<file path="src/rtl/core/address_alias_table_defines.svh">
// Assertion helpers shared by the block.
`ifndef ADDRESS_ALIAS_TABLE_DEFINES_SVH
`define ADDRESS_ALIAS_TABLE_DEFINES_SVH

// Same-cycle implication, sampled on clk, off while in reset.
`define AAT_ASSERT_IMPLY(label, ante, cons, msg) \
  label: assert property (@(posedge clk) disable iff (!rst_n) (ante) |-> (cons)) \
    else $error(msg);

// Next-cycle implication, sampled on clk, off while in reset.
`define AAT_ASSERT_NEXT(label, ante, cons, msg) \
  label: assert property (@(posedge clk) disable iff (!rst_n) (ante) |=> (cons)) \
    else $error(msg);

`endif

</file>
<file path="src/rtl/core/aat_pkg.sv">
package aat_pkg;

  localparam int SLOTS      = 16;
  localparam int SLOT_W     = $clog2(SLOTS);
  localparam int SLOT_OUT_W = 8;
  localparam int HASH_W     = 32;
  localparam int ADDR_W     = 32;
  localparam int PAIR_W     = 16;

  localparam logic [SLOT_W-1:0] SLOT_LAST = SLOT_W'(SLOTS - 1);

  localparam logic [7:0] OCTET_ALIAS = 8'hFF;
  localparam logic [7:0] FIRST_RST   = 8'd7;
  localparam logic [7:0] SECOND_RST  = 8'd8;
  localparam logic [7:0] FIRST_STEP  = 8'd3;
  localparam logic [7:0] SECOND_STEP = 8'd1;

  typedef enum logic [1:0] {
    OP_INSERT = 2'd0,
    OP_HASH   = 2'd1,
    OP_ADDR   = 2'd2,
    OP_CLEAR  = 2'd3
  } op_t;

  typedef enum logic [1:0] {
    S_IDLE,
    S_SCAN,
    S_RESULT
  } state_t;

  typedef struct packed {
    logic              en;
    logic [SLOT_W-1:0] addr;
    logic [HASH_W-1:0] hash;
    logic [PAIR_W-1:0] pair;
  } st_wr_t;

  typedef struct packed {
    logic              valid;
    logic [HASH_W-1:0] hash;
    logic [PAIR_W-1:0] pair;
  } st_rd_t;

  // 255.a.b.(a+b), first octet in the low byte
  function automatic logic [ADDR_W-1:0] alias_of(input logic [7:0] a, input logic [7:0] b);
    logic [7:0] s;
    s = a + b;
    return {s, b, a, OCTET_ALIAS};
  endfunction

endpackage

</file>
<file path="src/rtl/core/aat_in_if.sv">
interface aat_in_if;
  logic                         valid;
  logic                         ready;
  aat_pkg::op_t                 operation;
  logic [aat_pkg::HASH_W-1:0]   key_hash;
  logic [aat_pkg::ADDR_W-1:0]   query_address;

  modport source (output valid, output operation, output key_hash, output query_address,
                  input ready);
  modport sink   (input valid, input operation, input key_hash, input query_address,
                  output ready);
endinterface

</file>
<file path="src/rtl/core/aat_out_if.sv">
interface aat_out_if;
  logic                             valid;
  logic                             ready;
  logic [aat_pkg::ADDR_W-1:0]       alias_address;
  logic                             hit;
  logic [aat_pkg::SLOT_OUT_W-1:0]   slot;
  logic                             looks_alias;

  modport source (output valid, output alias_address, output hit, output slot,
                  output looks_alias, input ready);
  modport sink   (input valid, input alias_address, input hit, input slot,
                  input looks_alias, output ready);
endinterface

</file>
<file path="src/rtl/core/address_alias_table.sv">
// Address alias table.
// in_if carries one request: operation, key_hash, query_address. It is
// taken when valid and ready are both high; ready is high only while the
// sequencer is idle, so one request is in work at a time.
// out_if returns exactly one result per request: alias_address, hit, slot,
// looks_alias, held in an output register until the sink takes it.
// Insert and clear go straight from the request to the result state.
// Lookups scan the ring one slot per cycle through a single comparator and
// a registered read of the slot memory, stopping at the first valid match.
// Back-to-back lookups: a new request is taken only after the previous
// one has left the sequencer.
// A new request may be taken while the previous result still waits on
// out_if; if the sink stalls, the finished result waits in the sequencer and
// no further request is taken until the output register frees.
// Reset (synchronous, rst_n low) invalidates every slot, sets the write
// pointer to 0 and the alias pair to 7, 8, and drops any pending result.
`include "address_alias_table_defines.svh"

module address_alias_table (
  input  logic       clk,
  input  logic       rst_n,
  aat_in_if.sink     in_if,
  aat_out_if.source  out_if
);

  aat_pkg::state_t               state_r, state_nxt;
  aat_pkg::op_t                  op_r, op_nxt;
  logic [aat_pkg::HASH_W-1:0]    key_r, key_nxt;
  logic                          looks_r, looks_nxt;
  logic [aat_pkg::SLOT_W-1:0]    scan_idx_r, scan_idx_nxt;
  logic [aat_pkg::SLOT_W-1:0]    scan_inc;
  logic [aat_pkg::SLOT_W-1:0]    wp_r, wp_nxt;
  logic [7:0]                    first_r, first_nxt;
  logic [7:0]                    second_r, second_nxt;
  logic [aat_pkg::ADDR_W-1:0]    res_alias_r, res_alias_nxt;
  logic                          res_hit_r, res_hit_nxt;
  logic [aat_pkg::SLOT_W-1:0]    res_slot_r, res_slot_nxt;
  logic                          out_valid_r, out_valid_nxt;
  logic [aat_pkg::ADDR_W-1:0]    out_alias_r, out_alias_nxt;
  logic                          out_hit_r, out_hit_nxt;
  logic [aat_pkg::SLOT_OUT_W-1:0] out_slot_r, out_slot_nxt;
  logic                          out_looks_r, out_looks_nxt;

  logic                          in_ready;
  logic                          accept;
  logic                          out_free;
  logic [aat_pkg::HASH_W-1:0]    cmp_operand;
  logic                          match;
  logic [7:0]                    o2, o3, o4;
  logic [8:0]                    octet_sum;

  aat_pkg::st_wr_t               st_wr;
  logic                          st_clr;
  logic [aat_pkg::SLOT_W-1:0]    st_rd_addr;
  aat_pkg::st_rd_t               st_rd;

  aat_store u_store (
    .clk     (clk),
    .rst_n   (rst_n),
    .wr      (st_wr),
    .clr     (st_clr),
    .rd_addr (st_rd_addr),
    .rd      (st_rd)
  );

  assign in_ready = (state_r == aat_pkg::S_IDLE);
  assign accept   = in_if.valid && in_ready;
  assign out_free = !out_valid_r || out_if.ready;
  assign scan_inc = scan_idx_r + aat_pkg::SLOT_W'(1);

  assign o2        = in_if.query_address[15:8];
  assign o3        = in_if.query_address[23:16];
  assign o4        = in_if.query_address[31:24];
  assign octet_sum = {1'b0, o2} + {1'b0, o3};

  // shared comparator: hash key or zero-extended pair
  assign cmp_operand = (op_r == aat_pkg::OP_HASH) ? st_rd.hash
                                                  : {{(aat_pkg::HASH_W-aat_pkg::PAIR_W){1'b0}},
                                                     st_rd.pair};
  assign match = st_rd.valid && (cmp_operand == key_r);

  always_comb begin
    state_nxt     = state_r;
    op_nxt        = op_r;
    key_nxt       = key_r;
    looks_nxt     = looks_r;
    scan_idx_nxt  = scan_idx_r;
    wp_nxt        = wp_r;
    first_nxt     = first_r;
    second_nxt    = second_r;
    res_alias_nxt = res_alias_r;
    res_hit_nxt   = res_hit_r;
    res_slot_nxt  = res_slot_r;
    out_valid_nxt = out_valid_r && !out_if.ready;
    out_alias_nxt = out_alias_r;
    out_hit_nxt   = out_hit_r;
    out_slot_nxt  = out_slot_r;
    out_looks_nxt = out_looks_r;
    st_wr         = '0;
    st_clr        = 1'b0;
    st_rd_addr    = scan_inc;

    case (state_r)
      aat_pkg::S_IDLE: begin
        st_rd_addr = '0;
        if (accept) begin
          op_nxt        = in_if.operation;
          res_alias_nxt = '0;
          res_hit_nxt   = 1'b0;
          res_slot_nxt  = '0;
          looks_nxt     = 1'b0;
          scan_idx_nxt  = '0;
          case (in_if.operation)
            aat_pkg::OP_INSERT: begin
              st_wr.en      = 1'b1;
              st_wr.addr    = wp_r;
              st_wr.hash    = in_if.key_hash;
              st_wr.pair    = {second_r, first_r};
              res_alias_nxt = aat_pkg::alias_of(first_r, second_r);
              res_hit_nxt   = 1'b1;
              res_slot_nxt  = wp_r;
              first_nxt     = first_r + aat_pkg::FIRST_STEP;
              second_nxt    = second_r + aat_pkg::SECOND_STEP;
              wp_nxt        = (wp_r == aat_pkg::SLOT_LAST) ? '0 : wp_r + aat_pkg::SLOT_W'(1);
              state_nxt     = aat_pkg::S_RESULT;
            end
            aat_pkg::OP_HASH: begin
              key_nxt   = in_if.key_hash;
              state_nxt = aat_pkg::S_SCAN;
            end
            aat_pkg::OP_ADDR: begin
              key_nxt   = {{(aat_pkg::HASH_W-aat_pkg::PAIR_W){1'b0}},
                           in_if.query_address[23:8]};
              looks_nxt = (in_if.query_address[7:0] == aat_pkg::OCTET_ALIAS) &&
                          (octet_sum == {1'b0, o4});
              state_nxt = aat_pkg::S_SCAN;
            end
            aat_pkg::OP_CLEAR: begin
              st_clr    = 1'b1;
              state_nxt = aat_pkg::S_RESULT;
            end
            default: begin
              state_nxt = aat_pkg::S_RESULT;
            end
          endcase
        end
      end
      aat_pkg::S_SCAN: begin
        if (match) begin
          res_alias_nxt = aat_pkg::alias_of(st_rd.pair[7:0], st_rd.pair[15:8]);
          res_hit_nxt   = 1'b1;
          res_slot_nxt  = scan_idx_r;
          state_nxt     = aat_pkg::S_RESULT;
        end else if (scan_idx_r == aat_pkg::SLOT_LAST) begin
          state_nxt = aat_pkg::S_RESULT;
        end else begin
          scan_idx_nxt = scan_inc;
        end
      end
      aat_pkg::S_RESULT: begin
        if (out_free) begin
          out_valid_nxt = 1'b1;
          out_alias_nxt = res_alias_r;
          out_hit_nxt   = res_hit_r;
          out_slot_nxt  = aat_pkg::SLOT_OUT_W'(res_slot_r);
          out_looks_nxt = looks_r;
          state_nxt     = aat_pkg::S_IDLE;
        end
      end
      default: begin
        state_nxt = aat_pkg::S_IDLE;
      end
    endcase
  end

  always_ff @(posedge clk) begin
    if (!rst_n) begin
      state_r     <= aat_pkg::S_IDLE;
      wp_r        <= '0;
      first_r     <= aat_pkg::FIRST_RST;
      second_r    <= aat_pkg::SECOND_RST;
      out_valid_r <= 1'b0;
    end else begin
      state_r     <= state_nxt;
      wp_r        <= wp_nxt;
      first_r     <= first_nxt;
      second_r    <= second_nxt;
      out_valid_r <= out_valid_nxt;
    end
  end

  always_ff @(posedge clk) begin
    op_r        <= op_nxt;
    key_r       <= key_nxt;
    looks_r     <= looks_nxt;
    scan_idx_r  <= scan_idx_nxt;
    res_alias_r <= res_alias_nxt;
    res_hit_r   <= res_hit_nxt;
    res_slot_r  <= res_slot_nxt;
    out_alias_r <= out_alias_nxt;
    out_hit_r   <= out_hit_nxt;
    out_slot_r  <= out_slot_nxt;
    out_looks_r <= out_looks_nxt;
  end

  assign in_if.ready          = in_ready;
  assign out_if.valid         = out_valid_r;
  assign out_if.alias_address = out_alias_r;
  assign out_if.hit           = out_hit_r;
  assign out_if.slot          = out_slot_r;
  assign out_if.looks_alias   = out_looks_r;

  `AAT_ASSERT_NEXT(a_lookup_scans,
    accept && (in_if.operation == aat_pkg::OP_HASH || in_if.operation == aat_pkg::OP_ADDR),
    state_r == aat_pkg::S_SCAN, "lookup request did not start a scan")
  `AAT_ASSERT_NEXT(a_insert_moves_wp, accept && in_if.operation == aat_pkg::OP_INSERT,
    wp_r != $past(wp_r), "insert did not advance the write pointer")
  `AAT_ASSERT_IMPLY(a_out_from_result, $rose(out_valid_r),
    $past(state_r) == aat_pkg::S_RESULT, "result loaded outside the result state")
  `AAT_ASSERT_IMPLY(a_miss_zero, out_valid_r && !out_hit_r,
    out_alias_r == '0 && out_slot_r == '0, "miss result carries alias or slot")

endmodule

</file>
<file path="src/rtl/core/aat_store.sv">
module aat_store (
  input  logic                           clk,
  input  logic                           rst_n,
  input  aat_pkg::st_wr_t                wr,
  input  logic                           clr,
  input  logic [aat_pkg::SLOT_W-1:0]     rd_addr,
  output aat_pkg::st_rd_t                rd
);

  logic [aat_pkg::HASH_W+aat_pkg::PAIR_W-1:0] slot_mem_r [aat_pkg::SLOTS];
  logic [aat_pkg::SLOTS-1:0] valid_r;
  logic [aat_pkg::SLOTS-1:0] valid_nxt;
  aat_pkg::st_rd_t           rd_r;

  always_comb begin
    valid_nxt = valid_r;
    if (clr) begin
      valid_nxt = '0;
    end else if (wr.en) begin
      valid_nxt[wr.addr] = 1'b1;
    end
  end

  always_ff @(posedge clk) begin
    if (!rst_n) begin
      valid_r <= '0;
    end else begin
      valid_r <= valid_nxt;
    end
  end

  always_ff @(posedge clk) begin
    if (wr.en) begin
      slot_mem_r[wr.addr] <= {wr.hash, wr.pair};
    end
    rd_r.valid          <= valid_r[rd_addr];
    {rd_r.hash, rd_r.pair} <= slot_mem_r[rd_addr];
  end

  assign rd = rd_r;

endmodule
</file>
<file path="src/flat_wrapper.sv">
// flat-port wrapper written by rule: the top's interface ports become plain ports
module address_alias_table_flat 
  (clk, rst_n, in_if_valid, in_if_operation, in_if_key_hash, in_if_query_address, in_if_ready, out_if_valid, out_if_alias_address, out_if_hit, out_if_slot, out_if_looks_alias, out_if_ready);
  aat_in_if in_if_i ();
  aat_out_if out_if_i ();
  input  logic clk;
  input  logic rst_n;
  input wire logic [$bits(in_if_i.valid)-1:0] in_if_valid;
  input wire logic [$bits(in_if_i.operation)-1:0] in_if_operation;
  input wire logic [$bits(in_if_i.key_hash)-1:0] in_if_key_hash;
  input wire logic [$bits(in_if_i.query_address)-1:0] in_if_query_address;
  output wire logic [$bits(in_if_i.ready)-1:0] in_if_ready;
  output wire logic [$bits(out_if_i.valid)-1:0] out_if_valid;
  output wire logic [$bits(out_if_i.alias_address)-1:0] out_if_alias_address;
  output wire logic [$bits(out_if_i.hit)-1:0] out_if_hit;
  output wire logic [$bits(out_if_i.slot)-1:0] out_if_slot;
  output wire logic [$bits(out_if_i.looks_alias)-1:0] out_if_looks_alias;
  input wire logic [$bits(out_if_i.ready)-1:0] out_if_ready;
  assign in_if_i.valid = in_if_valid;
  assign in_if_i.operation = in_if_operation;
  assign in_if_i.key_hash = in_if_key_hash;
  assign in_if_i.query_address = in_if_query_address;
  assign in_if_ready = in_if_i.ready;
  assign out_if_valid = out_if_i.valid;
  assign out_if_alias_address = out_if_i.alias_address;
  assign out_if_hit = out_if_i.hit;
  assign out_if_slot = out_if_i.slot;
  assign out_if_looks_alias = out_if_i.looks_alias;
  assign out_if_i.ready = out_if_ready;
  address_alias_table u_core (.clk(clk), .rst_n(rst_n), .in_if(in_if_i), .out_if(out_if_i));
endmodule
</file>
<file path="config.mk">
export PLATFORM = sky130hd
export DESIGN_NAME = address_alias_table_flat
export DESIGN_NICKNAME = d
export VERILOG_FILES = /design/src/rtl/core/aat_pkg.sv /design/src/rtl/core/aat_in_if.sv /design/src/rtl/core/aat_out_if.sv /design/src/rtl/core/address_alias_table.sv /design/src/rtl/core/aat_store.sv /design/src/flat_wrapper.sv
export VERILOG_INCLUDE_DIRS = /design/src /design/src/rtl/core
export SDC_FILE = /design/constraint.sdc
export NUM_CORES = 1
export LEC_CHECK = 0
export BUFFER_PORTS_ARGS = -buffer_cell sky130_fd_sc_hd__buf_2
export CORE_MARGIN = 2
export CORE_UTILIZATION = 29
export DETAILED_ROUTE_END_ITERATION = 16
export PLACE_DENSITY_LB_ADDON = 0.15
export SETUP_SLACK_MARGIN = 0.2
export SLEW_MARGIN = 20
export SYNTH_ARGS = -nofsm -noshare
export SYNTH_HDL_FRONTEND = slang
export SYNTH_SLANG_ARGS = --single-unit
</file>
<file path="constraint.sdc">
create_clock -name clk -period 5.7 [get_ports clk]
set_input_delay 0.57 -clock clk [delete_from_list [all_inputs] [get_ports clk]]
set_output_delay 0.57 -clock clk [all_outputs]
set_load 0.01 [all_outputs]
</file>
After elaboration in Yosys (flattened, before gate mapping) --
Memories as Yosys holds them, arrays and structs flattened. A register that Yosys moved wholly into a read port is not among the register bits. Cells that the tools add are included.
Word-level totals: memory bits (read-only) 0, output and inout port bits 44, word-level logic and storage cells 110, register bits 154, memories kept 1, RAM bits 768, latch bits 0, input bits 70
Operators by class: reduce and logical (&&, ||, !) cells 22, divide/modulo/power cells 0, order comparisons 3, multipliers 0, $add $sub $neg 7, mux-type cells 40, bitwise operators 2, eq/ne operators 17, shift operators 0
Memory list:
- u_core.u_store.slot_mem_r | depth 16, bits a word 48, read ports 1, clocked after memory_dff 1, wr ports 1, line aat_store.sv:10 | logic [aat_pkg::HASH_W+aat_pkg::PAIR_W-1:0] slot_mem_r [aat_pkg::SLOTS];
Operator list (count):
- 53-bit two-way mux | 3
- 32-bit two-way mux | 4
- 32-bit one-hot mux with 2 select lines | 2
- 32-bit == test | 1
- 4-bit two-way mux | 8
- 8-bit adder | 2
- 16-bit bitwise OR | 1
- 4-bit one-hot mux with 2 select lines | 2
- 1-bit two-way mux | 12
- 3-bit AND reduction | 4
- 4-bit by 5-bit < comparator with 1-bit output (second input constant) | 2
- 8-bit by 8-bit adder with 9-bit output | 1
- 9-bit by 8-bit == test with 1-bit output | 1
- 4-bit by 1-bit adder with 4-bit output (second input constant) | 2
- 8-bit by 1-bit adder with 8-bit output (second input constant) | 1
- 8-bit by 2-bit adder with 8-bit output (second input constant) | 1
- 4-bit == test (second input constant) | 2
- 8-bit == test (second input constant) | 1
- 2-bit two-way mux | 4
- 2-bit by 1-bit == test with 1-bit output (second input constant) | 3
- 2-bit == test (second input constant) | 3
- 2-bit != test (second input constant) | 3
- 2-bit one-hot mux with 3 select lines | 1
- 2-bit OR reduction | 3
- other kinds (15) | 24

Logic depth before layout (Yosys ltp) --
Gate-level depths: netlist of run 1.
word-level depth 9, gate-level depth with buffers 10, depth with buffers taken out 10

By module --
A second synthesis of run 1 with hierarchy kept.
Unflattened totals: cell total of the unflattened synthesis 1946, area, all modules 37242.0 µm²
Modules (own cells, without submodules):
- aat_store | times used 1, cells an instance 1287, area each 30310.3 µm², seq. area each 24363.4 µm²
- address_alias_table | times used 1, cells an instance 659, area each 6931.6 µm², seq. area each 3403.3 µm²

Worst setup path after synthesis of run 1 --
No wires, ideal clock.
kind input -> register, start in in_if_operation[0], end mem u_core.u_store.slot_mem_r[1][0] in the netlist's numbering (enable), arrival time 4914 ps, cell stages on the path 7, slack 271 ps, buffers on the path 2, data required time 5185 ps, setup time 515 ps, cells stage by stage inv_1 -> ha_1 -> clkbuf_1 -> and3_1 -> clkbuf_1 -> nand3b_1 -> nor3_1
Between the ends: cells in the longest elaborated chain, start to end 6
Ends and longest elaborated chain:
- start, declared | line flat_wrapper.sv:9 | input wire logic [$bits(in_if_i.operation)-1:0] in_if_operation;
- 2-bit zero test * | line address_alias_table.sv:113 | case (in_if.operation)
- 53-bit two-way mux * | line address_alias_table.sv:113
- 53-bit two-way mux * | line address_alias_table.sv:106 | if (accept) begin
- 53-bit two-way mux * | line address_alias_table.sv:103 | case (state_r)
- 1-bit two-way mux | line aat_store.sv:33 | if (wr.en) begin
- 1-bit two-way mux (implied by the code) | line aat_store.sv:34 | slot_mem_r[wr.addr] <= {wr.hash, wr.pair};
- end, declared | line aat_store.sv:10
Mark *: on every way between the ends. The rest lies on a longest branch, timed or not.

Worst setup path after layout of run 1 --
start reg u_core.state_r[1], end mem u_core.u_store.slot_mem_r[12][28] in the netlist's numbering (enable)
Between the ends: cells in the longest elaborated chain, start to end 6
Ends and longest elaborated chain:
- start, declared | line address_alias_table.sv:26 | aat_pkg::state_t state_r, state_nxt;
- start signal, assigned | line address_alias_table.sv:178 | state_r <= aat_pkg::S_IDLE;
- start signal, assigned | line address_alias_table.sv:184 | state_r <= state_nxt;
- 2-bit zero test * | line address_alias_table.sv:66, address_alias_table.sv:103
- 1-bit logical AND | line address_alias_table.sv:67 | assign accept = in_if.valid && in_ready;
- 53-bit two-way mux | line address_alias_table.sv:106
- 53-bit two-way mux * | line address_alias_table.sv:103
- 1-bit two-way mux | line aat_store.sv:33
- 1-bit two-way mux (implied by the code) | line aat_store.sv:34
Marked as above.

==> key figures, run 1 <==
STA
  • Worst-Margin Slew: 1100 ps
  • Setup TNS: 0 ps
  • Layout Skew: 31.9 ps
  • Slew HR: 0.265
  • Final Hold Fails: 0
  • Hold slack: 107 ps
  • Final setup violation count: 0
  • Post-route minimum period: 3810 ps
  • RSZ-0062 raised after global routing: false
  • Number of max-slew violations in the final report: 0
  • Final period util: 0.668
  • Fmax: 263 MHz

Routing
  • Initial DRT Pass Iterations: 5
  • WL final: 102000 um
  • Post-DR wirelength/cell: 26.0 um
  • Via Count: 18.8k
  • # DRC: 0
  • Via density: 4.80
  • ANT nets after route: 0
  • Initial DRC Count: 1359

Worst hold path
  • Hold Crit Start: in_if_operation[0]
  • Hold Crit Class: in2reg
  • Worst Hold Endpoint: u_core.op_r[0]
  • Hold depth: 1

Critical path
  • CP endpoint kind: flip-flop
  • Crit path largest cell delay: 630 ps
  • CP Data Required Time: 6030 ps
  • Worst R2R End: u_core.u_store.slot_mem_r[12][28]
  • R2R Setup Slk: 1890 ps
  • Crit Path Class: reg2reg
  • Critical Path AT: 4140 ps
  • Worst r2r src: u_core.state_r[1]
  • Worst Path Max Fanout: 30
  • Critical Path, Cell by Cell: nor2_8, nand2_1, inv_1, nand2_1, or3_1, nor2_4, buf_4
  • Crit path launch type: flip-flop
  • CP max-delay cell: nor2_4
  • Critical path's most frequent cell: nand2_1
  • Reg2Reg Depth: 7

Power
  • Part of the power in registers: 0.483
  • Leak pwr: 13.9 nW
  • Comb pwr share: 0.111
  • Clock share of power: 0.406
  • Internal power: 12.7 mW
  • NetSw: 4.13 mW
  • Sw frac: 0.245
  • VDD IR max: 0.261 mV
  • Pwr dens: 381 mW/mm^2

Logic synthesis
  • Share of the synthesized area in the top cell type: 0.687
  • Synth top area cells: edfxtp_1 (69%), mux4_2 (12%), dfxtp_1 (4.7%)
  • Cell taking the most area after synthesis: edfxtp_1
  • Main synth FF type: edfxtp_1
  • Mapped Cells: 1905
  • #FFs+latches synth: 954
  • YS warnings: 0
  • Post-synth EDFFs: 866
  • Synth cell types: 68
  • Register area share after synthesis: 0.734
  • Post-Syn Area per Cell: 19.9 sq um
  • Async SR Flop Fraction: 0
  • Syn Std Cell Area: 0.0379 sq mm

Global routing
  • Initial antenna violation count: 5
  • First-pass GRT wire length: 146000 um
  • Largest net degree at the start of global routing: 69
  • Total grt overflow: 0
  • Vias in the first global route: 19.8k
  • Total GRT Usage: 0.153

Floorplanning
  • Num rows: 132
  • # IOs: 114
  • Die ar.: 0.133 sq mm
  • Std-Cell Core Area: 0.129 sq mm
  • Die H: 365 um
  • Die Width: 365 um
  • Starting density of the core: 0.292

Placement
  • Post-DP HPWL: 60100 um
  • IO Port Bufs: 109
  • Gpl congestion: 0.783

CTS
  • Hold buffer count at CTS: 0
  • Clock root buffer: clkbuf_16
  • Clock buffer depth: 3
  • H-tree depth: 3
  • Worst-Skew Late Latency: 700 ps
  • Sink Count: 954
  • Post-CTS sizing: 0
  • Num CTS Buffers: 107
  • CTS tree: done
  • Clk pin slew, worst setup/hold paths: 70 ps
  • Buffer count from post-CTS setup fixing: 0

Final layout
  • Layout cells sized above 1: 0.278
  • # fillers: 12.3k
  • Nets: 2177
  • P&R area growth vs syn: 16.6%
  • Final core occ: 0.341

Status
  • Outcome: complete, no violations

Flow run
  • Max_cap viols: 0
## area by class of cell
class	count	area [sq um]	share of cell area
Antenna cell	1	2.50	0.0000567
Clock buffer	136	2860	0.0647
Clock inverter	67	663	0.0150
Inverter	24	90.1	0.00204
Multi-Input combinational cell	827	9560	0.216
Sequential cell	954	27800	0.629
Tap cell	1742	2180	0.0494
Timing Repair Buffer	161	1030	0.0234
## state kept, by name, indices dropped and copies added (netlist names), 8 cells and up
| register | flops |
|---|---|
| u_core.second_r | 8 |
| u_core.res_alias_r | 25 |
| u_core.u_store.slot_mem_r | 768 |
| u_core.out_if.alias_address | 25 |
| u_core.key_r | 32 |
| u_core.u_store.valid_r | 16 |
| u_core.u_store.rd | 49 |
| u_core.first_r | 8 |
## cells by family (layout without fill, tap and decap cells)
| family | Yosys count | after routing | share of synthesized area |
|---|---|---|---|
| flip-flops | 954 | 954 | 0.734 |
| other | 1 | 5 | 0.0000991 |
| AND/OR/NAND/NOR | 340 | 340 | 0.0470 |
| buffers and inverters | 127 | 388 | 0.0184 |
| XOR/XNOR | 65 | 65 | 0.0152 |
| AO/OA/AOI/OAI | 122 | 122 | 0.0221 |
| multiplexers | 264 | 264 | 0.152 |
| adder cells (fa/ha/maj) | 32 | 32 | 0.0112 |
## power by group through the flow
stage	sequential [mW]	combinational, mW	clock, mW
after global routing	8.14	2.05	7.29
after floorplan	8.09	1.36	0
final	8.13	1.87	6.83
after global placement	8.28	1.91	0
after CTS	8.13	1.92	7.02
after detailed placement	8.28	1.92	0
## critical path, delay by kind of cell, from the launching register on
family / cells / cell delay, ps
buffers and inverters: 2 / 720
flip-flops: 1 / 410
AND/OR/NAND/NOR: 5 / 2320
## placed cells by master (no fill, tap or decap), drive strengths merged, types with 9 or more instances in the layout
cell type,instances
mux2,16
nor3,9
a21oi,19
xor2,27
or2,46
mux4,237
and2,49
nand3,41
nand2b,11
o21a,16
dfxtp,88
clkbuf,136
xnor2,38
ha,29
nor2,62
edfxtp,866
bufinv,10
nand2,73
inv,29
nor2b,23
o21ai,19
mux2i,11
a31oi,13
clkinv,45
buf,161
## metal layers
| metal | wire length, um | GRT usage | part of all wire | up-vias |
|---|---|---|---|---|
| li1 | - | - | - | 8055 |
| met4 | 2040 | 0.0370 | 0.020 | 0 |
| met2 | 47200 | 0.244 | 0.46 | 488 |
| met3 | 4240 | 0.0221 | 0.042 | 137 |
| met5 | 0 | 0 | 0 | - |
| met1 | 48100 | 0.220 | 0.47 | 10100 |
## per-stage QoR
stage,setup slack [ps],cells,power (mW),instance area (sq um)
after global routing,1540,3911,17.5,44100
final,1890,3912,16.8,44100
after CTS,1740,3911,17.1,44100
after detailed placement,1750,3708,10.2,40600
after floorplan,271,1908,9.45,37900
after global placement,1790,3707,10.2,40600
## worst max-delay path by stage
| stage | slack (ps) | endpoint | start |
|---|---|---|---|
| 2_1_floorplan | 270 | u_core.u_store.slot_mem_r[1][0] | in_if_operation[0] |
| 3_3_place_gp | 1790 | u_core.res_alias_r[20] | u_core.op_r[1] |
| 5_1_grt | 1540 | u_core.u_store.slot_mem_r[8][28] | u_core.state_r[1] |
| 4_1_cts | 1740 | u_core.u_store.slot_mem_r[8][28] | u_core.state_r[1] |
| 6_report | 1890 | u_core.u_store.slot_mem_r[12][28] | u_core.state_r[1] |
| 3_5_place_dp | 1750 | u_core.u_store.slot_mem_r[8][36] | u_core.state_r[1] |
## cells in the mapped netlist (6+ instances only)
library cell / instances
nand2b_1: 11
nand2_1: 73
mux2_2: 16
mux4_1: 37
and2_1: 49
a221oi_1: 7
buf_1: 9
nor2_1: 60
nor2b_1: 23
buf_2: 30
a31oi_1: 13
or2_2: 36
o32ai_1: 7
buf_4: 15
xor2_1: 27
xnor2_1: 37
edfxtp_1: 866
a21oi_1: 19
o21ai_0: 19
clkbuf_1: 34
nand3_1: 41
inv_1: 23
nor3_1: 9
dfxtp_1: 88
buf_6: 6
ha_1: 29
or2_1: 9
a21o_1: 8
mux2i_1: 11
o22ai_1: 8
mux4_2: 200
o21a_1: 16
(Power assumes the default switching activity.)
==> inputs of run 2 (changes only) <==
Clock period 5.7 ns to 3.8 ns, I/O delays scaled along.
==> key figures, run 2 (synthesized netlist as in run 1, its figures left out) <==
STA
  • Final period util: 0.864
  • Number of max-slew violations in the final report: 0
  • Final Hold Fails: 0
  • Fmax: 305 MHz
  • RSZ-0062 raised after global routing: false
  • Worst-Margin Slew: 1120 ps
  • Setup TNS: 0 ps
  • Layout Skew: 25.9 ps
  • Post-route minimum period: 3280 ps
  • Final setup violation count: 0
  • Slew HR: 0.254

CTS
  • CTS tree: done
  • Clk pin slew, worst setup/hold paths: 60 ps
  • Clock root buffer: clkbuf_16
  • Num CTS Buffers: 106
  • Worst-Skew Late Latency: 680 ps
  • Clock buffer depth: 3
  • H-tree depth: 3
  • Sink Count: 954

Global routing
  • Largest net degree at the start of global routing: 58
  • Total GRT Usage: 0.157
  • Total grt overflow: 0
  • Vias in the first global route: 19.6k
  • First-pass GRT wire length: 148000 um
  • Initial antenna violation count: 16

Routing
  • ANT nets after route: 0
  • Via density: 4.85
  • WL final: 104000 um
  • Initial DRT Pass Iterations: 5
  • # DRC: 0
  • Initial DRC Count: 1936
  • Via Count: 19.0k
  • Post-DR wirelength/cell: 26.4 um

Floorplanning
  • # IOs: 114
  • Num rows: 132
  • Die H: 365 um
  • Std-Cell Core Area: 0.129 sq mm
  • Die Width: 365 um
  • Starting density of the core: 0.292
  • Die ar.: 0.133 sq mm

Final layout
  • Leading cell type in the layout, fill and taps excluded: edfxtp_1
  • Layout cells sized above 1: 0.282
  • Ant. Diodes: 0
  • Finished Layout Cells: 3926
  • P&R area growth vs syn: 17.5%
  • Max reg flops: 768
  • Nets: 2196
  • Biggest register: u_core.u_store.slot_mem_r
  • Most frequent cells in the layout: edfxtp_1 (866), mux4_2 (200), clkbuf_16 (109), buf_2 (109), dfxtp_1 (88)

Placement
  • Post-DP HPWL: 58500 um
  • IO Port Bufs: 109
  • Gpl congestion: 0.741
  • Placed Cells: 3725

Worst hold path
  • Hold Crit Start: in_if_key_hash[26]
  • Hold Crit Class: in2reg

Critical path
  • Setup crit end: u_core.res_alias_r[27]
  • Worst R2R End: u_core.res_alias_r[27]
  • Crit path launch type: flip-flop
  • Critical Path AT: 3650 ps
  • Worst r2r src: u_core.op_r[1]
  • Reg2Reg Depth: 9
  • CP endpoint kind: flip-flop
  • Crit Path Class: reg2reg
  • CP Data Required Time: 4170 ps
  • Worst Path Max Fanout: 29
  • R2R Setup Slk: 520 ps
  • Crit path launch: u_core.op_r[1]

Power
  • Leak pwr: 14.0 nW
  • VDD IR max: 0.324 mV
  • Pwr dens: 564 mW/mm^2

Flow run
  • Max_cap viols: 0

Status
  • Outcome: complete, no violations
[run 2: cell count changes in the layout (fill, tap and decap cells not counted), moves of 6 or more]
cell	before	now
clkinvlp_4	7	1
buf_12	6	26
clkinv_1	23	13
clkbuf_8	5	12
clkbuf_1	23	31
[run 2: how the worst min path moves through the flow]
| stage | to | slack, ps | cells after the start |
|---|---|---|---|
| 6_report | u_core.key_r[26] | 50 | 2 |
| 2_1_floorplan | u_core.out_if.alias_address[10] | 400 | 0 |
| 5_1_grt | u_core.key_r[5] | 40 | 2 |
| 3_5_place_dp | u_core.out_if.alias_address[29] | 410 | 0 |
| 4_1_cts | u_core.key_r[24] | 5 | 2 |
| 3_3_place_gp | u_core.out_if.looks_alias | 410 | 0 |
[run 2: critical path, stage by stage, from the launching register on]
cell and delay [ps]:
edfxtp_1 350, nand2b_1 410, buf_4 270, nor2_1 60, o32ai_1 470, nand4_1 180
nor4_2 660, nand3_1 200, nand2_1 150, buf_12 200
[run 2: timing repair]
| action | CTS | global route |
|---|---|---|
| endpoints found under the setup margin | 29 | 0 |
| gates resized for setup | 1 | 0 |
| hold buffers | 3 | 0 |
| setup buffers | 0 | 0 |
| hold endpoints to repair | 7 | 0 |
[run 2: stage by stage]
stage	setup slack [ps]	cell area (sq um)	hold WS (ps)	utilization	power, mW
3_3_place_gp	137	41000	406	0.317	15.3
6_report	519	44500	48.8	0.343	25.1
4_1_cts	454	44500	5.32	0.343	25.4
2_1_floorplan	-149	37900	400	-	14.2
3_5_place_dp	141	41000	406	0.317	15.3
5_1_grt	302	44500	38.8	0.343	26.1
[run 2: final cells by class]
type	instances	area [sq um]
fill	12200	85000
sequential	954	27800
multi-input combinational	827	9580
clock buffer	152	3010
tap	1742	2180
timing repair buffer	181	1420
clock inverter	46	417
inverter	24	90.1
[run 2: power breakdown]
part / switching [mW] / internal (mW) / leakage, nW
registers: 0.457 / 11.7 / 8.45
clock network: 4.15 / 5.90 / 1.69
logic: 1.51 / 1.32 / 3.88
[run 2: routing by layer]
metal	vias to the layer above	part of all wire	routed length [um]	GRT usage
met4	4	0.016	1670	0.0361
met1	10300	0.48	49400	0.231
met5	-	0.00021	22	0
li1	8099	-	-	-
met3	120	0.052	5350	0.0251
met2	539	0.46	47400	0.242
==> inputs of run 3 (changes only) <==
Settings changed: SYNTH_HIERARCHICAL set to 1.
==> key figures, run 3 <==
CTS
  • Clk pin slew, worst setup/hold paths: 60 ps
  • Sink Count: 954
  • CTS tree: done
  • Worst-Skew Late Latency: 720 ps
  • Clock root buffer: clkbuf_16
  • H-tree depth: 3
  • Post-CTS sizing: 0
  • Num CTS Buffers: 103
  • Buffer count from post-CTS setup fixing: 0
  • Clock buffer depth: 3
  • Hold buffer count at CTS: 18

STA
  • RSZ-0062 raised after global routing: false
  • Setup TNS: 0 ps
  • Final period util: 0.876
  • Post-route minimum period: 3330 ps
  • Worst-Margin Slew: 984 ps
  • Fmax: 300 MHz
  • Final setup violation count: 0
  • Layout Skew: 41.1 ps
  • Final Hold Fails: 0
  • Post-layout worst setup margin: 470 ps
  • Hold slack: 60.1 ps
  • Slew HR: 0.342
  • Number of max-slew violations in the final report: 0

Logic synthesis
  • Main synth FF type: edfxtp_1
  • Cell with the most instances after synthesis: edfxtp_1
  • Share of the synthesized area in the top cell type: 0.698
  • YS warnings: 6
  • Synth cell types: 63
  • Mapped Cells: 1946
  • Synth top area cells: edfxtp_1 (70%), mux4_2 (12%), dfxtp_1 (4.7%)
  • Synth cell count leaders: edfxtp_1 (866), mux4_2 (196), nand2_1 (101)
  • Post-Syn Area per Cell: 19.1 sq um
  • Register area share after synthesis: 0.746
  • Cell taking the most area after synthesis: edfxtp_1
  • Syn Std Cell Area: 0.0372 sq mm
  • Async SR Flop Fraction: 0
  • Post-synth EDFFs: 866
  • #FFs+latches synth: 954

Placement
  • Post-DP HPWL: 67400 um
  • Gpl congestion: 0.806
  • Setup WS pre-CTS: 328 ps
  • IO Port Bufs: 109
  • Area after DPL: 0.0404 sq mm

Critical path
  • CP Data Required Time: 4180 ps
  • Worst Path Max Fanout: 18
  • Crit Path Class: reg2reg
  • Critical Path AT: 3710 ps
  • Crit path launch type: flip-flop
  • CP endpoint kind: flip-flop

Flow run
  • Max_cap viols: 0

Floorplanning
  • Die Width: 362 um
  • Die ar.: 0.131 sq mm
  • Num rows: 131
  • Die H: 362 um
  • Std-Cell Core Area: 0.128 sq mm
  • # IOs: 114
  • Starting density of the core: 0.292

Final layout
  • Layout cells sized above 1: 0.261
  • P&R area growth vs syn: 17.7%
  • Nets: 2255
  • Max reg flops: 768
  • Leading cell type in the layout, fill and taps excluded: edfxtp_1
  • Biggest register: u_core/u_store/slot_mem_r
  • Most frequent cells in the layout: edfxtp_1 (866), mux4_2 (196), buf_2 (109)
  • Final instance area: 0.0438 sq mm
  • # fillers: 12.0k

Routing
  • Via density: 4.94
  • Initial DRC Count: 2028
  • ANT nets after route: 0
  • Post-DR wirelength/cell: 26.8 um
  • WL final: 105000 um
  • Initial DRT Pass Iterations: 6
  • # DRC: 0
  • Via Count: 19.3k

Status
  • Outcome: complete, no violations

Worst hold path
  • Hold Crit Class: in2reg

Global routing
  • Largest net degree at the start of global routing: 55
  • Initial antenna violation count: 17
  • Total grt overflow: 0
  • Total GRT Usage: 0.159
  • First-pass GRT wire length: 148000 um
  • Vias in the first global route: 19.8k

Power
  • Leak pwr: 14.4 nW
  • VDD IR max: 0.435 mV
  • Pwr dens: 580 mW/mm^2
[run 3: cell type report]
class	instances	area (sq um)	area share
Antenna cell	1	2.50	0.0000571
Clock buffer	132	2790	0.0636
Clock inverter	59	467	0.0106
Inverter	37	139	0.00317
Multi-Input combinational cell	856	9030	0.206
Sequential cell	954	27800	0.633
Tap cell	1662	2080	0.0474
Timing Repair Buffer	201	1560	0.0355
[run 3: cell families after synthesis]
family	count (synthesis)	synth area share
flip-flops	954	0.746
AND/OR/NAND/NOR	329	0.0452
buffers and inverters	139	0.0180
AO/OA/AOI/OAI	223	0.0429
adder cells (fa/ha/maj)	32	0.0114
other	1	0.000101
XOR/XNOR	50	0.0118
multiplexers	218	0.125
[run 3: final timing paths]
check | from | end | slack, ps | depth (start not counted)
hold / removal | in_if_key_hash[11] | u_core/key_r[11] | 60 | 2
hold reg to reg | u_core/res_alias_r[16] | u_core/out_if.alias_address[16] | 420 | 0
setup reg to reg | u_core/state_r[1] | u_core/u_store/slot_mem_r[15][22] | 470 | 10
setup / recovery | u_core/state_r[1] | u_core/u_store/slot_mem_r[15][22] | 470 | 10
[run 3: worst max-delay path: stages (launching register included)]
cell and delay [ps]:
dfxtp_1 400, nor2_4 250, nand2_1 200, inv_1 230, nand2_4 150, inv_2 160
nand2_1 90, inv_1 140, nand3_1 340, nor2_4 700, buf_12 270
[run 3: power by group]
group	switching [mW]	total [mW]	leakage, nW	internal (mW)
combinational	2.01	3.50	3.96	1.49
sequential	0.407	12.2	8.82	11.8
clock	4.14	9.71	1.61	5.58
total	6.55	25.4	14.4	18.9
[run 3: per-layer routing]
layer / global-route usage / up-vias / routed length, um
met4: 0.0418 / 2 / 2490
met2: 0.239 / 619 / 46400
met1: 0.236 / 10200 / 49600
met3: 0.0308 / 152 / 6250
met5: 0 / - / 12
li1: - / 8257 / -
[run 3: metrics by stage]
stage / utilization / power (mW) / instances
finish: 0.344 / 25.4 / 3902
floorplan: - / 14.6 / 1949
global route: 0.344 / 26.4 / 3901
CTS: 0.344 / 25.8 / 3901
global placement: 0.317 / 16.0 / 3692
detailed placement: 0.317 / 16.0 / 3692
